[config.mk]
export PLATFORM = sky130hd
export DESIGN_NAME = bounded_data_stack_machine_flat
export DESIGN_NICKNAME = d
export VERILOG_FILES = /design/src/design/bdsm_pkg.sv /design/src/design/bdsm_if.sv /design/src/design/bounded_data_stack_machine.sv /design/src/flat_wrapper.sv
export SDC_FILE = /design/constraint.sdc
export NUM_CORES = 1
export LEC_CHECK = 0
export BUFFER_PORTS_ARGS = -buffer_cell sky130_fd_sc_hd__buf_2
export CORE_ASPECT_RATIO = 1.1
export CORE_MARGIN = 4
export CORE_UTILIZATION = 56
export DETAILED_ROUTE_END_ITERATION = 6
export PLACE_DENSITY = 0.72
export SYNTH_ARGS = -nofsm -noshare
export SYNTH_HDL_FRONTEND = slang
export SYNTH_SLANG_ARGS = --single-unit
[constraint.sdc]
create_clock -name clk -period 7.7 [get_ports clk]
set_clock_uncertainty 0.05 [all_clocks]
set_input_delay 0.385 -clock clk [delete_from_list [all_inputs] [get_ports clk]]
set_output_delay 0.385 -clock clk [all_outputs]
set_load 0.05 [all_outputs]
[src/design/bdsm_pkg.sv]
package bdsm_pkg;

  localparam logic [1:0] CMD_PUSH = 2'd0;
  localparam logic [1:0] CMD_TAKE = 2'd1;
  localparam logic [1:0] CMD_SHOW = 2'd2;
  localparam logic [1:0] CMD_ADD  = 2'd3;

  localparam logic [1:0] KIND_TAKEN  = 2'd0;
  localparam logic [1:0] KIND_HEADER = 2'd1;
  localparam logic [1:0] KIND_ENTRY  = 2'd2;
  localparam logic [1:0] KIND_ERROR  = 2'd3;

  localparam logic [1:0] ERR_NONE      = 2'd0;
  localparam logic [1:0] ERR_OVERFLOW  = 2'd1;
  localparam logic [1:0] ERR_UNDERFLOW = 2'd2;
  localparam logic [1:0] ERR_HALTED    = 2'd3;

  typedef struct packed {
    logic [1:0]         command;
    logic signed [63:0] push_value;
  } in_item_t;

  typedef struct packed {
    logic [1:0]         kind;
    logic signed [63:0] value;
    logic [1:0]         error_code;
    logic               last;
  } out_item_t;

endpackage

[src/design/bdsm_if.sv]
interface bdsm_in_if;
  import bdsm_pkg::*;
  logic     valid;
  logic     ready;
  in_item_t data;
  modport source(output valid, output data, input ready);
  modport sink(input valid, input data, output ready);
endinterface

interface bdsm_out_if;
  import bdsm_pkg::*;
  logic      valid;
  logic      ready;
  out_item_t data;
  modport source(output valid, output data, input ready);
  modport sink(input valid, input data, output ready);
endinterface

[src/design/bounded_data_stack_machine.sv]
// Decoded stack-machine commands run on a data stack of STACK_DEPTH signed 64-bit
// entries held in a RAM with one write port and one registered read port; a small
// sequencer drives that port and one 64-bit adder. A command is taken only while
// the sequencer is idle. A successful push is written from idle; a removal reads
// the top entry and returns it; an add writes the sum of the top two entries back;
// a show returns a header and then the entries, one result per cycle while the
// output register can be freed, since every entry must pass through the single
// read port. Results wait in it, and emitting stalls while it cannot be freed.
// After an overflow or underflow every command returns a halted error until reset.
module bounded_data_stack_machine #(
  parameter int STACK_DEPTH = 8
) (
  input logic         clk,
  input logic         rst_n,
  bdsm_in_if.sink     in_ch,
  bdsm_out_if.source  out_ch
);
  import bdsm_pkg::*;

  localparam int DW = $clog2(STACK_DEPTH + 1);
  localparam int AW = $clog2(STACK_DEPTH);
  localparam logic [DW-1:0] DEPTH_FULL = DW'(STACK_DEPTH);

  typedef enum logic [2:0] {
    ST_IDLE,
    ST_ERR,
    ST_TAKE_EMIT,
    ST_SHOW_HDR,
    ST_SHOW_ENT,
    ST_ADD_B,
    ST_ADD_SUM
  } state_t;

  state_t             state_r, state_nxt;
  logic [DW-1:0]      depth_r, depth_nxt;
  logic               halted_r, halted_nxt;
  logic [AW-1:0]      idx_r, idx_nxt;
  logic [63:0]        acc_r, acc_nxt;
  logic [1:0]         err_r, err_nxt;
  logic               out_valid_r;
  out_item_t          out_data_r;

  logic [63:0]        mem [STACK_DEPTH];
  logic [63:0]        rd_data_r;
  logic               rd_en, wr_en;
  logic [AW-1:0]      rd_addr, wr_addr;
  logic [63:0]        wr_data;

  logic               out_free;
  logic               emit;
  out_item_t          emit_data;
  logic [AW-1:0]      top_addr, second_addr;
  logic [DW-1:0]      depth_m1, depth_m2;

  assign out_free    = !out_valid_r || out_ch.ready;
  assign depth_m1    = depth_r - DW'(1);
  assign depth_m2    = depth_r - DW'(2);
  assign top_addr    = depth_m1[AW-1:0];
  assign second_addr = depth_m2[AW-1:0];

  assign in_ch.ready  = (state_r == ST_IDLE);
  assign out_ch.valid = out_valid_r;
  assign out_ch.data  = out_data_r;

  always_comb begin
    state_nxt  = state_r;
    depth_nxt  = depth_r;
    halted_nxt = halted_r;
    idx_nxt    = idx_r;
    acc_nxt    = acc_r;
    err_nxt    = err_r;
    emit       = 1'b0;
    emit_data  = '0;
    rd_en      = 1'b0;
    rd_addr    = '0;
    wr_en      = 1'b0;
    wr_addr    = '0;
    wr_data    = '0;
    case (state_r)
      ST_IDLE: begin
        if (in_ch.valid) begin
          if (halted_r) begin
            err_nxt   = ERR_HALTED;
            state_nxt = ST_ERR;
          end else begin
            case (in_ch.data.command)
              CMD_PUSH: begin
                if (depth_r == DEPTH_FULL) begin
                  err_nxt    = ERR_OVERFLOW;
                  halted_nxt = 1'b1;
                  state_nxt  = ST_ERR;
                end else begin
                  wr_en     = 1'b1;
                  wr_addr   = depth_r[AW-1:0];
                  wr_data   = in_ch.data.push_value;
                  depth_nxt = depth_r + DW'(1);
                end
              end
              CMD_TAKE: begin
                if (depth_r == '0) begin
                  err_nxt    = ERR_UNDERFLOW;
                  halted_nxt = 1'b1;
                  state_nxt  = ST_ERR;
                end else begin
                  rd_en     = 1'b1;
                  rd_addr   = top_addr;
                  state_nxt = ST_TAKE_EMIT;
                end
              end
              CMD_SHOW: begin
                state_nxt = ST_SHOW_HDR;
              end
              CMD_ADD: begin
                if (depth_r < DW'(2)) begin
                  err_nxt    = ERR_UNDERFLOW;
                  halted_nxt = 1'b1;
                  state_nxt  = ST_ERR;
                end else begin
                  rd_en     = 1'b1;
                  rd_addr   = top_addr;
                  state_nxt = ST_ADD_B;
                end
              end
              default: begin
                state_nxt = ST_IDLE;
              end
            endcase
          end
        end
      end
      ST_ERR: begin
        if (out_free) begin
          emit                 = 1'b1;
          emit_data.kind       = KIND_ERROR;
          emit_data.error_code = err_r;
          emit_data.last       = 1'b1;
          state_nxt            = ST_IDLE;
        end
      end
      ST_TAKE_EMIT: begin
        if (out_free) begin
          emit            = 1'b1;
          emit_data.kind  = KIND_TAKEN;
          emit_data.value = rd_data_r;
          emit_data.last  = 1'b1;
          depth_nxt       = depth_m1;
          state_nxt       = ST_IDLE;
        end
      end
      ST_SHOW_HDR: begin
        if (out_free) begin
          emit            = 1'b1;
          emit_data.kind  = KIND_HEADER;
          emit_data.value = 64'(depth_r);
          emit_data.last  = (depth_r == '0);
          if (depth_r == '0) begin
            state_nxt = ST_IDLE;
          end else begin
            rd_en     = 1'b1;
            rd_addr   = '0;
            idx_nxt   = '0;
            state_nxt = ST_SHOW_ENT;
          end
        end
      end
      ST_SHOW_ENT: begin
        if (out_free) begin
          emit            = 1'b1;
          emit_data.kind  = KIND_ENTRY;
          emit_data.value = rd_data_r;
          emit_data.last  = (idx_r == top_addr);
          if (idx_r == top_addr) begin
            state_nxt = ST_IDLE;
          end else begin
            rd_en   = 1'b1;
            rd_addr = idx_r + AW'(1);
            idx_nxt = idx_r + AW'(1);
          end
        end
      end
      ST_ADD_B: begin
        acc_nxt   = rd_data_r;
        rd_en     = 1'b1;
        rd_addr   = second_addr;
        state_nxt = ST_ADD_SUM;
      end
      ST_ADD_SUM: begin
        wr_en     = 1'b1;
        wr_addr   = second_addr;
        wr_data   = acc_r + rd_data_r;
        depth_nxt = depth_m1;
        state_nxt = ST_IDLE;
      end
      default: begin
        state_nxt = ST_IDLE;
      end
    endcase
  end

  always_ff @(posedge clk) begin
    if (!rst_n) begin
      state_r     <= ST_IDLE;
      depth_r     <= '0;
      halted_r    <= 1'b0;
      out_valid_r <= 1'b0;
    end else begin
      state_r  <= state_nxt;
      depth_r  <= depth_nxt;
      halted_r <= halted_nxt;
      if (emit) begin
        out_valid_r <= 1'b1;
      end else if (out_ch.ready) begin
        out_valid_r <= 1'b0;
      end
    end
    idx_r <= idx_nxt;
    acc_r <= acc_nxt;
    err_r <= err_nxt;
    if (emit) begin
      out_data_r <= emit_data;
    end
  end

  always_ff @(posedge clk) begin
    if (wr_en) begin
      mem[wr_addr] <= wr_data;
    end
  end

  always_ff @(posedge clk) begin
    if (rd_en) begin
      rd_data_r <= mem[rd_addr];
    end
  end

  a_depth_bound: assert property (@(posedge clk) disable iff (!rst_n)
    depth_r <= DEPTH_FULL)
    else $error("stack depth beyond capacity");

  a_error_halts: assert property (@(posedge clk) disable iff (!rst_n)
    (out_ch.valid && out_ch.ready && out_ch.data.kind == KIND_ERROR) |-> halted_r)
    else $error("error result transferred while not halted");

  a_halt_sticky: assert property (@(posedge clk) disable iff (!rst_n)
    halted_r |=> halted_r)
    else $error("halted flag cleared without reset");

  a_push_grows: assert property (@(posedge clk) disable iff (!rst_n)
    (in_ch.valid && in_ch.ready && !halted_r && in_ch.data.command == CMD_PUSH
     && depth_r != DEPTH_FULL) |=> (depth_r == $past(depth_r) + DW'(1)))
    else $error("push did not grow the stack");

  a_halt_frozen: assert property (@(posedge clk) disable iff (!rst_n)
    (halted_r && state_r == ST_IDLE) |=> $stable(depth_r))
    else $error("stack depth changed while halted");

endmodule

[src/flat_wrapper.sv]
// flat-port wrapper written by rule: the top's interface ports become plain ports
module bounded_data_stack_machine_flat import bdsm_pkg::*;
#(
  parameter int STACK_DEPTH = 8
)
  (clk, rst_n, in_ch_valid, in_ch_data, in_ch_ready, out_ch_valid, out_ch_data, out_ch_ready);
  bdsm_in_if in_ch_i ();
  bdsm_out_if out_ch_i ();
  input logic clk;
  input logic rst_n;
  input wire logic [$bits(in_ch_i.valid)-1:0] in_ch_valid;
  input wire logic [$bits(in_ch_i.data)-1:0] in_ch_data;
  output wire logic [$bits(in_ch_i.ready)-1:0] in_ch_ready;
  output wire logic [$bits(out_ch_i.valid)-1:0] out_ch_valid;
  output wire logic [$bits(out_ch_i.data)-1:0] out_ch_data;
  input wire logic [$bits(out_ch_i.ready)-1:0] out_ch_ready;
  assign in_ch_i.valid = in_ch_valid;
  assign in_ch_i.data = in_ch_data;
  assign in_ch_ready = in_ch_i.ready;
  assign out_ch_valid = out_ch_i.valid;
  assign out_ch_data = out_ch_i.data;
  assign out_ch_i.ready = out_ch_ready;
  bounded_data_stack_machine #(.STACK_DEPTH(STACK_DEPTH)) u_core (.clk(clk), .rst_n(rst_n), .in_ch(in_ch_i), .out_ch(out_ch_i));
endmodule
==> metrics.md <==
| Metric | Value |
|---|---|
| Status | `completed` |
| Crit-path max FO | `83` |
| Xor and xnor area share after synthesis | `approximately 1.8%` |
| Gpl congestion | `0.9373` |
| Pwr Density | `293.5 nW/um^2` |
| Post-Layout Cell Count | `3,593` |
| Post-synth EDFFs | `714` |
| Wire length per cell | `~22 um` |
| TritonCTS Buffers | `73` |
| Critical path class | `flip-flop to flip-flop` |
| Crit path capture type | `flip-flop` |
| Syn Area/Cell | `11.80 sq um` |
| Total track usage | `24.97%` |
| Total global routing overflow | `0` |
| Crit path time final | `5.077 ns` |
| Max VDD drop | `about 0.33 mV` |
| Initial antenna violation count | `1` |
| Worst hold path class | `input pin to flip-flop` |
| Total power | `10.48 mW` |
| Slowest CP cell | `a21o_4` |
| Die width | `235.4 um` |
| Post-synthesis compound-gate area fraction | `7.634%` |
| Asr flop ratio synth | `0%` |
| Dpl hpwl | `around 45,000 um` |
| I/O Buffers | `140` |
| Fin. max-slew vios | `0` |
| Seq/Total Area, Yosys | `approximately two thirds` |
| Relative slew slack | `around 22%` |
| RSZ-0062 raised after global routing | `no` |
| Period utilization | `65.94%` |
| Startpoint Class | `flip-flop` |
| Dpl cells | `between 3,000 and 4,000` |
| Final worst slack | `~2.6 ns` |
| Worst skew pair latency | `0.61 ns` |
| # rows | `91` |
| Hold buffer count at CTS | `0` |
| Reg2reg start | `u_core.depth_r[0]` |
| FF-to-FF setup slack | `between 2 and 3 ns` |
| WL met3 | `6315 um` |
| CTS tree | `built` |
| Most common cell after layout, fill and taps aside | `edfxtp_1` |
| CTS sink count | `slightly above 700` |
| DR iter-0 viols | `2,334` |
| Vias per inst | `6.035` |
| # diodes | `0` |
| Multiplexer share of the synthesized area | `0.09425%` |
| Post-CTS Repair Setup Buffers | `0` |
| Top FF cell, synth | `edfxtp_1` |
| Mapped cell area | `31,860 sq um` |
| Largest net degree at the start of global routing | `between 100 and 150` |
| Least-Margin Pin Slew | `1.176 ns` |
| Sequential Area | `around 22,000 sq um` |
| Clk slew on worst S/H paths | `roughly 0.060 ns` |
| R2R depth | `11` |
| Fill count | `around 4,200` |
| Cts repair resizes | `0` |
| Total core area | `about 56,000 sq um` |
| Vias in the first global route | `21,060` |
| Largest family of logic cells by synthesized area | `simple AND/OR/NAND/NOR gates` |
| Simple-gate area share of the yosys netlist | `between 10% and 20%` |
| Leakage power | `about 13 nW` |
| Layout Utilization | `roughly 64%` |
| Final nets | `2,931` |
| Multi-input logic area | `about 9700 sq um` |
| Synth Warn # | `0` |
| Netlist cell types | `69` |
| Adder-cell share of the synthesized area | `roughly 2.8%` |
| Worst flop-to-flop path endpoint | `u_core.rd_data_r[50]` |
| Worst Hold End | `u_core.depth_r[1]` |
| Io pins | `roughly 140` |
| Htree depth | `3` |
| First-pass GRT wire length | `119,500 um` |
| Drt first pass iters | `6` |
| Metal-1 WL | `approximately 31,000 um` |
| Crit-path max cell delay | `0.91 ns` |
| Worst-case clock buffer depth | `3` |
| Routed vias | `approximately 22,000` |
| Crit path DAT | `5.33 ns` |
| DRT antenna net count | `0` |
| Hold slack | `0.05620 ns` |
| Fmax | `197.0 MHz` |
| Max-cap violations | `0` |
| CP Cell Sequence | `inv_1, ha_1, xnor2_1, xnor2_1, nor3_1, nor3_1, a21o_4, buf_4, nand3_1, nand3_1, o21ai_0` |
| Max Used Layer | `met4` |
| Critical hold path startpoint | `rst_n` |
| Die footprint | `60,780 sq um` |
| Fin. Hold Viols | `0` |
| Most frequent cells in the layout | `714 x edfxtp_1, 706 x nand2_1, 333 x nand3_1` |
| Worst slack, placed | `2.661 ns` |
| Synth Net Count | `approximately 2,800` |
| Starting Density | `56.64%` |
| Share of cells above drive strength 1 | `10.78%` |
| Layout area overhead | `12.12%` |
| Worst Path Required | `7.96 ns` |
| Final WL | `a little under 80,000 um` |
| Die Y | `around 260 um` |
| Seq cells post-synth | `around 720` |
| Root Buffer | `clkbuf_16` |
| Met2 wire len | `approximately 38,000 um` |
| Final Setup Violations | `0` |
| Hold depth | `2` |
| DRC viols | `0` |
| Cells after Synth | `2,700` |
==> flip-flops by register name, summed over array words and instances, names as in the netlist <==
name / count
u_core.acc_r: 64
u_core.depth_r: 4
u_core.err_r: 2
u_core.halted_r: 1
u_core.idx_r: 3
u_core.mem: 512
u_core.out_ch.data: 69
u_core.out_ch.valid: 1
u_core.rd_data_r: 64
u_core.state_r: 3
==> critical path, delay by kind of cell (launching register included) <==
kind | cells | cell delay [ns]
and+or+nand+nor | 4 | 1.12
AOI/OAI and AO/OA | 2 | 1.02
DFF | 1 | 0.79
buffers and inverters | 2 | 0.76
xor gates and xnor gates | 2 | 0.67
adders and majority gates | 1 | 0.30
==> cells in the mapped netlist, types with 3 or more instances <==
cell type / instances / area, sq um
nor3_1: 22 / 110.1
o221a_2: 3 / 33.78
clkbuf_1: 130 / 488.0
nand4_1: 23 / 143.9
o21bai_1: 13 / 97.59
a31oi_1: 7 / 43.79
dfxtp_1: 9 / 180.2
o211ai_1: 5 / 37.54
nand3_1: 333 / 1667
nand2_1: 707 / 2654
o31ai_1: 8 / 60.06
inv_1: 19 / 71.32
a211o_1: 4 / 35.03
a21o_1: 28 / 210.2
a22o_1: 11 / 96.34
o221ai_1: 4 / 35.03
buf_1: 20 / 75.07
or2_2: 4 / 25.02
a21oi_1: 78 / 390.4
and3_1: 12 / 75.07
nand3b_1: 4 / 30.03
xnor2_1: 35 / 306.5
edfxtp_1: 714 / 21440
nor2_1: 57 / 214.0
mux2i_1: 3 / 30.03
ha_1: 69 / 863.3
and4_1: 3 / 26.28
a211oi_1: 6 / 45.04
o21a_1: 11 / 82.58
xor2_1: 32 / 280.3
or3_1: 5 / 31.28
a21boi_0: 9 / 67.56
o22ai_1: 5 / 31.28
nand2b_1: 13 / 81.33
nor4_1: 6 / 37.54
nor2b_1: 12 / 75.07
and2_1: 69 / 431.7
o21ai_0: 160 / 800.8
o31a_1: 5 / 43.79
or4_1: 4 / 30.03
==> worst max path at each step <==
stage	from	to	slack, ns	cells past startpoint
after floorplan	u_core.state_r[2]	u_core.mem[6][0]	-0.37	7
after global placement	u_core.depth_r[0]	u_core.mem[3][37]	2.81	10
after detailed placement	u_core.depth_r[0]	u_core.rd_data_r[50]	2.66	11
after CTS	u_core.depth_r[0]	u_core.rd_data_r[20]	2.65	14
after global routing	u_core.depth_r[0]	u_core.rd_data_r[27]	2.26	14
final	u_core.depth_r[0]	u_core.rd_data_r[50]	2.62	11
==> cells by family (layout without fill, tap and decap cells) <==
logic type               Yosys count  count (layout)
XOR/XNOR                          67              67
buffers and inverters            171             320
adder cells (fa/ha/maj)           70              70
flip-flops                       723             723
multiplexers                       3               3
AND/OR/NAND/NOR                 1278            1278
AO/OA/AOI/OAI                    388             388
==> per-layer routing <==
layer	global-route usage, %	up-vias
li1	-	9983
met1	33.64	10510
met2	41.56	1015
met3	3.802	174
met4	9.528	0
met5	0	-
==> power by group <==
group	internal (mW)	switching, mW
Sequential	4.77	0.122
Clock	2.04	1.48
Combinational	0.510	1.56
==> layout make-up <==
class	count	area share [%]
well taps	744	2.606
clock buffers	85	5.419
clock inverters	48	1.184
flip-flops and latches	723	60.53
inverters	19	0.1997
multi-input cells	1806	27.24
repair buffers	168	2.823
==> stage by stage <==
step,setup TNS [ns],instance area (sq um)
2_1_floorplan,-47.67,31870
3_3_place_gp,0,33360
3_5_place_dp,0,33360
4_1_cts,0,35720
5_1_grt,0,35720
6_report,0,35720
(Power assumes the default switching activity.)
